`src/sv/descriptor_slot_allocator_assert.svh`:
```
// Assertion helpers for the descriptor slot allocator.
// Each expects clk and arst_n in scope.
`ifndef DESCRIPTOR_SLOT_ALLOCATOR_ASSERT_SVH
`define DESCRIPTOR_SLOT_ALLOCATOR_ASSERT_SVH

// same-cycle implication
`define DSA_ASSERT_NOW(label, ante, cons) \
	label: assert property (@(posedge clk) disable iff (!arst_n) (ante) |-> (cons)) \
		else $error("descriptor slot allocator check failed");

// next-cycle implication
`define DSA_ASSERT_NEXT(label, ante, cons) \
	label: assert property (@(posedge clk) disable iff (!arst_n) (ante) |=> (cons)) \
		else $error("descriptor slot allocator check failed");

`endif

```
`src/sv/dsa_pkg.sv`:
```
`default_nettype none
package dsa_pkg;

	localparam int unsigned SLOT_W   = 10;
	localparam int unsigned CAP_W    = 11;
	localparam int unsigned STRIDE_W = 12;
	localparam int unsigned ADDR64_W = 64;
	localparam int unsigned OFF_W    = SLOT_W + STRIDE_W;
	localparam int unsigned PADDR_W  = 5;
	localparam int unsigned PDATA_W  = 64;

	typedef enum logic [1:0] {
		REQ_ALLOC = 2'd0,
		REQ_RANGE = 2'd1,
		REQ_FREE  = 2'd2,
		REQ_QUERY = 2'd3
	} req_type_t;

	typedef enum logic [1:0] {
		ST_OK        = 2'd0,
		ST_EXHAUSTED = 2'd1,
		ST_REJECTED  = 2'd2,
		ST_FULL      = 2'd3
	} status_t;

	typedef enum logic [1:0] {
		REG_CAPACITY    = 2'd0,
		REG_STRIDE      = 2'd1,
		REG_HOST_BASE   = 2'd2,
		REG_DEVICE_BASE = 2'd3
	} reg_index_t;

	localparam logic [CAP_W-1:0]    CAPACITY_RST = 11'd1024;
	localparam logic [STRIDE_W-1:0] STRIDE_RST   = 12'd32;

	typedef struct packed {
		logic [CAP_W-1:0]    capacity;
		logic [STRIDE_W-1:0] stride;
		logic [ADDR64_W-1:0] host_base;
		logic [ADDR64_W-1:0] device_base;
	} cfg_t;

endpackage
`default_nettype wire

```
`src/sv/dsa_cfg_regs.sv`:
```
`default_nettype none
module dsa_cfg_regs import dsa_pkg::*; (
	input  wire logic               clk,
	input  wire logic               arst_n,
	input  wire logic               psel,
	input  wire logic               penable,
	input  wire logic               pwrite,
	input  wire logic [PADDR_W-1:0] paddr,
	input  wire logic [PDATA_W-1:0] pwdata,
	output logic      [PDATA_W-1:0] prdata,
	output logic                    pready,
	output cfg_t                    cfg
);

	logic [CAP_W-1:0]    capacity_q;
	logic [STRIDE_W-1:0] stride_q;
	logic [ADDR64_W-1:0] host_base_q;
	logic [ADDR64_W-1:0] device_base_q;
	reg_index_t          reg_sel;
	logic                wr_en;

	assign pready  = 1'b1;
	assign reg_sel = reg_index_t'(paddr[PADDR_W-1:3]);
	assign wr_en   = psel && penable && pwrite;

	always_ff @(posedge clk or negedge arst_n) begin
		if (!arst_n) begin
			capacity_q    <= CAPACITY_RST;
			stride_q      <= STRIDE_RST;
			host_base_q   <= '0;
			device_base_q <= '0;
		end else if (wr_en) begin
			unique case (reg_sel)
				REG_CAPACITY:    capacity_q    <= pwdata[CAP_W-1:0];
				REG_STRIDE:      stride_q      <= pwdata[STRIDE_W-1:0];
				REG_HOST_BASE:   host_base_q   <= pwdata;
				REG_DEVICE_BASE: device_base_q <= pwdata;
				default: ;
			endcase
		end
	end

	always_comb begin
		unique case (reg_sel)
			REG_CAPACITY:    prdata = PDATA_W'(capacity_q);
			REG_STRIDE:      prdata = PDATA_W'(stride_q);
			REG_HOST_BASE:   prdata = host_base_q;
			REG_DEVICE_BASE: prdata = device_base_q;
			default:         prdata = '0;
		endcase
	end

	assign cfg.capacity    = capacity_q;
	assign cfg.stride      = stride_q;
	assign cfg.host_base   = host_base_q;
	assign cfg.device_base = device_base_q;

endmodule
`default_nettype wire

```
`config.mk`:
```
export PLATFORM = sky130hd
export DESIGN_NAME = dsa_cfg_regs
export DESIGN_NICKNAME = d
export VERILOG_FILES = /design/src/sv/descriptor_slot_allocator_assert.svh /design/src/sv/dsa_pkg.sv /design/src/sv/dsa_cfg_regs.sv
export SDC_FILE = /design/constraint.sdc
export NUM_CORES = 1
export LEC_CHECK = 0
export ABC_AREA = 1
export ABC_CLOCK_PERIOD_IN_PS = 1100
export BUFFER_PORTS_ARGS = -buffer_cell sky130_fd_sc_hd__buf_2
export CORE_MARGIN = 3
export CORE_UTILIZATION = 35
export CTS_CLUSTER_SIZE = 8
export DETAILED_ROUTE_END_ITERATION = 7
export PLACE_DENSITY_LB_ADDON = 0.15
export SLEW_MARGIN = 10
export SYNTH_ARGS = -nofsm -noshare
export SYNTH_HDL_FRONTEND = slang
export SYNTH_SLANG_ARGS = --single-unit
```
`constraint.sdc`:
```
create_clock -name clk -period 1.1 [get_ports clk]
set_input_delay 0.11 -clock clk [delete_from_list [all_inputs] [get_ports clk]]
set_output_delay 0.11 -clock clk [all_outputs]
set_load 0.05 [all_outputs]
```
# --- After elaboration in Yosys (flattened, before gate mapping) ---
# Index checks and enable logic that the tools add are counted.
classes:
  eq_ne: 3
  n_mux: 1
  n_reduce_logical: 7
ops:
  columns: ["op", "n"]
  rows:
  - ["one-hot mux 64 bit (4 select lines)", 1]
  - ["AND reduction 2 bit", 4]
  - ["== test 2 bit (second input constant)", 2]
  - ["== test 2 x 1 -> 1 bit (second input constant)", 1]
  - ["logical AND 1 bit", 2]
  - ["logical NOT 2 bit", 1]
word_totals:
  reg_bits: 151
  inputBits: 74
  word_cells: 15

# --- Logic depth before layout (Yosys ltp) ---
# Gate-level depths: netlist (run 1).
depth:
  word_depth: 3
  mapped_depth: 8
  depth_no_buf: 6

# --- Least setup slack after synthesis (run 1) ---
# Ideal clock, no wire load.
synth_path:
  path_kind: "register to output"
  startpoint: "reg stride_q[5]"
  endpoint: "out prdata[5]"
  path_buffers: 0
  arrival_time_ns: 1.226
  t_required_ns: 0.990
  path_slack_ns: -0.236
  stages_incl_launch_ff: 3
  cell_sequence: "dfstp_2 > nand3_1 > nand4_1"
synth_between:
  elab_chain_len: 1
synth_lines:
  columns: ["item", "line", "source"]
  rows:
  - ["from (decl)", "dsa_cfg_regs.sv:16", "logic [STRIDE_W-1:0] stride_q;"]
  - ["from (signal assigned)", "dsa_cfg_regs.sv:35", "REG_STRIDE: stride_q <= pwdata[STRIDE_W-1:0];"]
  - ["one-hot mux 64 bit (4 select lines)", "dsa_cfg_regs.sv:44", "unique case (reg_sel)"]
  - ["to (decl)", "dsa_cfg_regs.sv:10", "output logic [PDATA_W-1:0] prdata,"]
# Every way passes these cells.

# --- Worst setup path after layout (run 1) ---
# Same ends and word-level chain as after synthesis.

==> results of run 1 <==
-- what timing repair did --
item / in CTS / in global routing
gates cloned: 0 / 0
setup buffers: 25 / 121
hold endpoints to repair: 300 / 0
hold buffers: 65 / 0
pin swaps: 84 / 41
gates resized for setup: 461 / 230
setup endpoints to repair: 215 / 215
-- cell usage after synthesis (all sizes together) --
| cell | instances |
|---|---|
| nand2 | 632 |
| dfrtp | 149 |
| buf | 44 |
| nand3 | 35 |
| nand4 | 11 |
| inv | 6 |
| nor2 | 6 |
| clkbuf | 4 |
| dfstp | 2 |
| conb | 1 |
-- registers in the layout, summed over array words and instances (netlist names) --
register and cells:
capacity_q 11, device_base_q 64, host_base_q 64, stride_q 12
-- power breakdown --
part,total [mW],internal [mW],switching (mW)
registers,8.11,6.77,1.34
clock network,5.66,3.26,2.40
logic,14.5,6.32,8.21
total,28.3,16.3,11.9
-- worst register-to-register path: cells and delay by family (launching register included) --
family | cells | cell delay, ps
flip-flops | 1 | 420
AND/OR/NAND/NOR | 2 | 120
buffers and inverters | 2 | 270
-- cell families after synthesis --
kind of cell	share of synthesized area, %
AND/OR/NAND/NOR	40.0
flip-flops	55.6
buffers and inverters	4.29
other	0.0552
-- how the worst min path moves through the flow --
stage,start,end
2_1_floorplan,arst_n,capacity_q[0]
3_3_place_gp,arst_n,device_base_q[19]
3_5_place_dp,arst_n,host_base_q[21]
4_1_cts,arst_n,device_base_q[61]
5_1_grt,arst_n,device_base_q[61]
6_report,arst_n,device_base_q[61]
-- layer usage --
layer | track usage [%] | up-vias
li1 | - | 3729
met1 | 29.6 | 3832
met2 | 39.7 | 393
met3 | 4.98 | 68
met4 | 8.17 | 0
met5 | 0 | -
-- area by class of cell --
class	instances	area (µm²)	area share (%)
Clock inverter	12	118	0.854
Antenna cell	2	5.00	0.0363
Timing Repair Buffer	539	5960	43.3
Tap cell	260	325	2.36
Clock buffer	20	457	3.31
Inverter	6	27.5	0.200
Sequential cell	151	3840	27.8
Multi-Input combinational cell	685	3050	22.1
==> results by group, run 1 <==
Synth
  • Syn avg cell area: ~7.6 µm²
  • Area share of the largest cell type after synthesis: between 50% and 60%
  • Sequential share of the synthesized area: 55.6%
  • Synth cell types: 19
  • Cell Area, Synth: about 6800 µm²
  • Syn_nets: 964
  • Top post-synthesis cells by area: dfrtp_1 (55%), nand2_1 (35%), nand3_1 (2.5%)
  • #FFs+latches synth: between 150 and 200
  • Yosys warns: 0
  • Dominant cell type by area after synthesis: dfrtp_1
  • Post-Syn Instances: 890

Clocking
  • Sink Count: ~150
  • CTS root buffer: clkbuf_16
  • CTS Buf Count: 17
  • CTS H-tree lvls: 4
  • CTS tree: yes
  • Clk_lat worst skew: between 400 and 500 ps
  • Worst-path clk slew: ~60 ps
  • Clock tree buffer depth: 2

Critical path
  • Crit-path cells: nand3_2 > nand4_1 > buf_6
  • CP max FO: 2
  • Slowest cell on the critical path: dfstp_2
  • Crit path arrival time: about 1300 ps
  • Stages on the worst setup path: 3
  • Crit path kind: reg -> out
  • CP Capture Type: output pin
  • R2r endpoint: host_base_q[41]
  • Startpoint type of the worst setup path: flop
  • CP Launch Point: stride_q[5]
  • FF-to-FF setup slack: 190 ps
  • WP data required: 990 ps
  • Slowest stage delay, CP: approximately 550 ps
  • R2r startpoint: host_base_q[41]
  • R2r worst-path depth: 4
  • Top delay family on crit path: flip-flops
  • Worst Setup EP: prdata[5]
  • Critical path buffer and inverter count: 1

Placement
  • Placed Instance Area: a little over 9000 µm²
  • RePlAce Congestion: about 0.83
  • Number of port buffers: 285
  • Place WS: -189 ps
  • Dpl cells: ~1,400
  • Post-detail-place hpwl: between 15,000 and 20,000 µm

Final layout
  • Final Util: between 70% and 80%
  • Cell area after layout: around 14,000 µm²
  • Post-layout net count: around 1,500
  • Layout cell share with drive strength beyond 1: a little under half
  • Commonest non-fill, non-tap cell in the layout: nand2_1
  • # fillers: around 1,300
  • Commonest non-fill, non-tap cells in the layout: nand2_1 (558), buf_6 (183), buf_8 (122), dfrtp_1 (104), buf_4 (74)
  • Non-Filler Instances: 1,675
  • Area growth syn-to-layout: 103%

Routing
  • DR vias: ~8,000
  • Via/cell ratio: 4.79
  • Met3 wire len: a little over 2000 µm
  • Drt wl/cell: ~17 µm
  • DRC: 0
  • Total Routed Length: approximately 29,000 µm
  • Remaining antenna violation count after routing: 0
  • DR iter-0 viols: between 400 and 500
  • DR top layer: met4
  • Met2 Wirelength: between 10,000 and 15,000 µm
  • Met1 wire length: ~11,000 µm
  • Drt pass-1 iters: 5

Power
  • PwrDens: slightly above 2000 nW/µm²
  • Tot Pwr: 28.3 mW
  • VDD IR-drop max: 1.18 mV
  • LEAKAGE: ~7.2 nW

Timing
  • Final Cycle Share: 127%
  • Post-Route Skew: 0 ps
  • Setup TNS: -22,750 ps
  • Final Hold Viols: 0
  • Final Max Tran Viols: 0
  • Worst hold slack: around 160 ps
  • Setup violators final: a little over 200
  • Setup WS post-layout: -301 ps
  • Maximum clock rate: a little over 0.7 GHz
  • Post-layout minimum cycle time: 1400 ps
  • RSZ-0062 raised after global routing: true

Global route
  • Initial antenna violation count: 2
  • Largest net degree at the start of global routing: 34
  • GRT Total Usage: a little under a quarter
  • First-pass GRT wire length: roughly 40,000 µm
  • Grt ovf: 0
  • Vias in the first global route: 7,267

Min path
  • Hold Path Class: in -> async

Outcome
  • Status: finished with violations
  • Failing checks: setup timing

Job
  • Maxcap violations: 0

Die
  • Ports: between 200 and 300
  • Starting Density: between 30% and 40%
  • Core Rows: 50
  • Die Span Y: between 100 and 150 µm
  • Die extent in x: approximately 150 µm
  • Die ar.: about 21,000 µm²
  • Core box area: ~19,000 µm²
Note: power is estimated with default switching activity, not from simulation.
==> run 2, diff against run 1 <==
--- a/config.mk
+++ b/config.mk
@@ -10,6 +10,7 @@
 export BUFFER_PORTS_ARGS = -buffer_cell sky130_fd_sc_hd__buf_2
 export CORE_MARGIN = 3
 export CORE_UTILIZATION = 35
+export CTS_BUF_LIST = sky130_fd_sc_hd__clkbuf_8
 export CTS_CLUSTER_SIZE = 8
 export DETAILED_ROUTE_END_ITERATION = 7
 export PLACE_DENSITY_LB_ADDON = 0.15
==> run 2 against run 1 <==
The run still ends with setup timing left. Utilization down 0.32 points. Routed wire length increased by 1.0%. Register-to-register slack about the same. Maximum frequency shrank 1.4%. Total power fell by 4.6%. Cell area fell by 0.44%. Via count increased by 0.64%. Clock power fell by 27%. Critical path depth unchanged. Clock skew did not move. Worst hold slack worse by 25 ps.
==> results by group, run 2 (synthesis gave the netlist of run 1 again) <==
Global route
  • Largest net degree at the start of global routing: 34
  • GRT Total Usage: about a quarter
  • Vias in the first global route: 7,293
  • Grt ovf: 0
  • First-pass GRT wire length: 39,900 µm
  • Initial antenna violation count: 2

Placement
  • Post-detail-place hpwl: around 16,000 µm
  • Number of port buffers: about 290
  • Placed Instance Area: about 9200 µm²
  • RePlAce Congestion: between 0.8 and 0.9
  • Place WS: -189 ps

Die
  • Core Rows: 50
  • Starting Density: between 30% and 40%
  • Die Span Y: between 100 and 150 µm
  • Die extent in x: approximately 150 µm
  • Core box area: around 19,000 µm²
  • Ports: 290
  • Die ar.: about 21,000 µm²

Timing
  • Setup WS post-layout: -321 ps
  • Setup violators final: ~220
  • Post-Route Skew: 0 ps
  • Maximum clock rate: between 0.7 and 0.8 GHz
  • Final Max Tran Viols: 0
  • Final Hold Viols: 0
  • Final Cycle Share: 129%
  • Post-layout minimum cycle time: between 1000 and 1500 ps
  • RSZ-0062 raised after global routing: true
  • Worst hold slack: ~130 ps

Clocking
  • CTS H-tree lvls: 4
  • CTS root buffer: clkbuf_8
  • CTS tree: yes
  • Clock tree buffer depth: 2
  • Worst-path clk slew: ~90 ps
  • Sink Count: roughly 150
  • Clk_lat worst skew: roughly 430 ps
  • CTS Buf Count: 17

Power
  • PwrDens: between 1500 and 2000 nW/µm²
  • Tot Pwr: 27.0 mW
  • LEAKAGE: 7.20 nW
  • VDD IR-drop max: around 1.3 mV

Critical path
  • Crit path arrival time: ~1300 ps
  • R2r endpoint: host_base_q[41]
  • WP data required: roughly 990 ps
  • R2r worst-path depth: 4
  • CP Capture Type: output pin
  • CP max FO: 3
  • Crit path kind: reg -> out
  • R2r startpoint: host_base_q[41]
  • FF-to-FF setup slack: around 180 ps
  • Startpoint type of the worst setup path: flop

Routing
  • DR iter-0 viols: 360
  • DR vias: between 8,000 and 9,000
  • DRC: 0
  • Drt pass-1 iters: 5
  • Via/cell ratio: 4.79
  • Remaining antenna violation count after routing: 0
  • Drt wl/cell: about 17 µm
  • Total Routed Length: 29,300 µm

Final layout
  • Cell area after layout: ~14,000 µm²
  • # fillers: approximately 1,300
  • Post-layout net count: ~1,500
  • Final Util: between 70% and 80%
  • Commonest non-fill, non-tap cell in the layout: nand2_1
  • Layout cell share with drive strength beyond 1: between 40 and 50%
  • Commonest non-fill, non-tap cells in the layout: nand2_1 (554), buf_6 (185), buf_8 (133), dfrtp_1 (104), nand2_2 (74)
  • Multi-input gate area: 3060 µm²
  • Area growth syn-to-layout: 102%
  • Reg area: 3840 µm²
  • Biggest regs: device_base_q x64, host_base_q x64, stride_q x12

Outcome
  • Failing checks: setup timing
  • Status: finished with violations

Min path
  • Hold Path Class: in -> async

Job
  • Maxcap violations: 0
==> run 2: power by group <==
part	switching, mW	internal, mW	total, mW
combinational	8.29	6.47	14.8
sequential	1.33	6.76	8.09
clock	2.23	1.93	4.15
total	11.8	15.2	27.0
==> run 2: routing by layer <==
metal  vias to the layer above  global-route usage [%]  wire (µm)
met2                       390                    39.6      15000
met5                         -                       0          0
met4                         0                    8.40        943
met1                      3864                    29.6      11400
met3                        69                    4.64       2010
li1                       3750                       -          -
==> run 2: through the flow <==
| step | std cells | setup TNS (ps) |
|---|---|---|
| CTS | 1553 | -25890 |
| finish | 1684 | -30140 |
| floorplan | 890 | -1110 |
| global placement | 1432 | -27900 |
| detailed placement | 1432 | -30080 |
| global route | 1684 | -42510 |
==> run 2: repair_timing <==
item	CTS	global route
pin swaps	80	41
hold endpoints to repair	300	0
resized for setup	462	250
cloned	0	0
endpoints found under the setup margin	215	215
buffers inserted	24	130
hold buffers	65	0
==> run 2: area by class of cell <==
type	instances	area share (%)
timing repair buffer	548	44.4
sequential	151	28.0
multi-input combinational	685	22.3
tap	260	2.37
clock buffer	19	1.91
clock inverter	13	0.885
inverter	6	0.201
antenna	2	0.0365
==> run 2: how the worst max path moves through the flow <==
stage	startpoint	to	slack [ps]
after floorplan	stride_q[5]	prdata[5]	-170
after global placement	paddr[3]	prdata[33]	-200
after detailed placement	paddr[3]	host_base_q[47]	-190
after CTS	stride_q[5]	prdata[5]	-370
after global routing	stride_q[5]	prdata[5]	-390
final	stride_q[1]	prdata[1]	-320
==> run 2: worst max-delay path, cell delays in order (launching register included) <==
cell     delay, ps
dfrtp_2        440
nand3_2         90
nand4_1        150
buf_6          190
==> run 3, diff against run 2 <==
--- a/config.mk
+++ b/config.mk
@@ -5,8 +5,7 @@
 export SDC_FILE = /design/constraint.sdc
 export NUM_CORES = 1
 export LEC_CHECK = 0
-export ABC_AREA = 1
-export ABC_CLOCK_PERIOD_IN_PS = 1100
+export ABC_CLOCK_PERIOD_IN_PS = 1250
 export BUFFER_PORTS_ARGS = -buffer_cell sky130_fd_sc_hd__buf_2
 export CORE_MARGIN = 3
 export CORE_UTILIZATION = 35
==> constraint.sdc (replaced) <==
create_clock -name clk -period 1.25 [get_ports clk]
set_input_delay 0.125 -clock clk [delete_from_list [all_inputs] [get_ports clk]]
set_output_delay 0.125 -clock clk [all_outputs]
set_load 0.05 [all_outputs]
==> run 3 against run 2 <==
The flow still finishes with violations (setup timing). Setup slack worse by 100 ps. Total power is 5.5% higher. First-iteration DRC count is 58% lower.
==> results by group, run 3 <==
Clocking
  • CTS H-tree lvls: 4
  • Sink Count: ~150
  • CTS root buffer: clkbuf_8
  • CTS tree: yes
  • CTS Buf Count: 17
  • Clock tree buffer depth: 2
  • Clk_lat worst skew: around 430 ps
  • Worst-path clk slew: ~90 ps

Final layout
  • Commonest non-fill, non-tap cells in the layout: buf_6 (197), dfrtp_2 (146), buf_8 (127), mux2_2 (81), buf_2 (68)
  • Final Util: between 70% and 80%
  • Biggest regs: device_base_q x64, host_base_q x64, stride_q x12
  • Post-layout net count: approximately 1,100
  • Cell area after layout: roughly 15,000 µm²
  • Layout cell share with drive strength beyond 1: between 90 and 100%
  • Area growth syn-to-layout: 111%
  • Non-Filler Instances: ~1,300
  • Commonest non-fill, non-tap cell in the layout: buf_6

Synth
  • Cell Area, Synth: 7080 µm²
  • Area share of the largest cell type after synthesis: between 50 and 60%
  • Most common cell in the synthesized netlist: dfrtp_1
  • Yosys warns: 0
  • Syn_nets: about 530
  • Post-synth ARST share: between 90% and 100%
  • Dominant cell type by area after synthesis: dfrtp_1
  • Post-synth top cells: dfrtp_1 (149), mux2_2 (82), mux2_4 (60)
  • #FFs+latches synth: approximately 150
  • Synth cell types: 20
  • Ys flop type: dfrtp_1
  • Post-Syn Instances: between 400 and 500
  • Top post-synthesis cells by area: dfrtp_1 (53%), mux2_2 (13%), mux2_4 (13%)
  • Sequential share of the synthesized area: between 50% and 60%
  • Syn avg cell area: 15.5 µm²
  • EDFF count, synth: 0

Power
  • PwrDens: between 1500 and 2000 nW/µm²
  • LEAKAGE: approximately 6.7 nW
  • VDD IR-drop max: ~1.1 mV

Global route
  • Initial antenna violation count: 1
  • Vias in the first global route: 7,060
  • GRT Total Usage: about a quarter
  • Grt ovf: 0
  • First-pass GRT wire length: ~41,000 µm
  • Largest net degree at the start of global routing: 40

Critical path
  • Crit path kind: reg -> out
  • Startpoint type of the worst setup path: flop
  • CP Capture Type: output pin
  • Crit path arrival time: around 1600 ps
  • CP max FO: 2
  • WP data required: 1120 ps

Die
  • Ports: between 200 and 300
  • Die ar.: roughly 22,000 µm²
  • Die extent in x: ~150 µm
  • Core Rows: around 50
  • Starting Density: between 30% and 40%
  • Die Span Y: around 150 µm
  • Core box area: ~20,000 µm²

Timing
  • Final Max Tran Viols: 0
  • Maximum clock rate: 0.598 GHz
  • Setup WS post-layout: -421 ps
  • Final Cycle Share: 134%
  • Setup violators final: between 150 and 200
  • Post-Route Skew: 0 ps
  • Post-layout minimum cycle time: about 1700 ps
  • RSZ-0062 raised after global routing: true
  • Final Hold Viols: 0

Routing
  • DRC: 0
  • DR iter-0 viols: roughly 150
  • Drt wl/cell: ~22 µm
  • Via/cell ratio: 4.87
  • Remaining antenna violation count after routing: 0
  • Total Routed Length: 28,300 µm
  • Drt pass-1 iters: 4
  • DR vias: 6,207

Placement
  • Placed Instance Area: between 9000 and 10,000 µm²
  • RePlAce Congestion: 0.751
  • Place WS: -178 ps
  • Dpl cells: about 1,000
  • Post-detail-place hpwl: between 10,000 and 15,000 µm
  • Number of port buffers: between 200 and 300

Outcome
  • Status: finished with violations
  • Failing checks: setup timing

Job
  • Maxcap violations: 0

Min path
  • Hold Path Class: in -> async
[run 3: changes by cell type after synthesis, sizes merged, moves of 3 or more]
cell,delta
clkbuf,+3
inv,-6
mux2i,+52
mux4,+11
nor2,-6
buf,-20
mux2,+152
nand3,-34
nor2b,+52
nand2,-630
nand4,-11
[run 3: metal layers]
metal  track usage, %  vias up  routed length, µm
li1                 -     2719                  -
met1             28.6     3151              10600
met2             43.6      272              15500
met3             4.60       65               1390
met4             9.79        0                917
met5                0        -                  0
[run 3: final timing paths]
kind,start,endpoint,slack (ps),cells after the start
max,device_base_q[6],prdata[6],-420,2
min,arst_n,host_base_q[15],160,2
max reg2reg,device_base_q[26],device_base_q[26],20,4
min reg2reg,stride_q[7],stride_q[7],550,1
max in group asynchronous,arst_n,capacity_q[10],470,3
min in group clk,paddr[4],device_base_q[2],220,3
[run 3: where the power goes]
group	switching (mW)	internal (mW)	total, mW	leakage [nW]
registers	1.45	6.25	7.70	1.68
logic	8.79	8.21	17.0	4.78
clock network	1.97	1.84	3.81	0.195
total	12.2	16.3	28.5	6.65
[run 3: area by class of cell]
class	instances	area, µm²
Multi-Input combinational cell	276	4150
Sequential cell	151	3960
Antenna cell	1	2.50
Tap cell	265	332
Timing Repair Buffer	550	6090
Fill cell	1080	4720
Clock buffer	18	248
Clock inverter	14	150
[run 3: metrics by stage]
step | hold slack [ps] | setup TNS [ps] | power [mW]
after floorplan | -171 | -363 | 14.9
after global placement | 45.5 | -12410 | 17.5
after CTS | 121 | -21620 | 26.9
final | 155 | -14990 | 28.5
after detailed placement | 50.0 | -14780 | 17.6
after global routing | 150 | -24290 | 29.4
[run 3: logic make-up (layout without fill, tap and decap cells)]
kind of cell / Yosys count / in the layout / synth area share, %
AND/OR/NAND/NOR: 59 / 59 / 5.34
flip-flops: 151 / 151 / 53.4
AO/OA/AOI/OAI: 1 / 1 / 0.0706
multiplexers: 215 / 215 / 38.2
other: 1 / 2 / 0.0530
buffers and inverters: 31 / 582 / 2.93
[run 3: critical path, stage by stage, from the launching register on]
cell and delay (ps):
dfrtp_2 420, mux4_2 520, buf_8 180
[run 3: repair_timing]
action                                  in CTS  in global routing
endpoints found under the setup margin     196                203
endpoints found under the hold margin      300                  0
pin swaps                                    1                  0
buffers inserted                           113                 47
hold buffers                                65                  0
gates resized for setup                    672                130
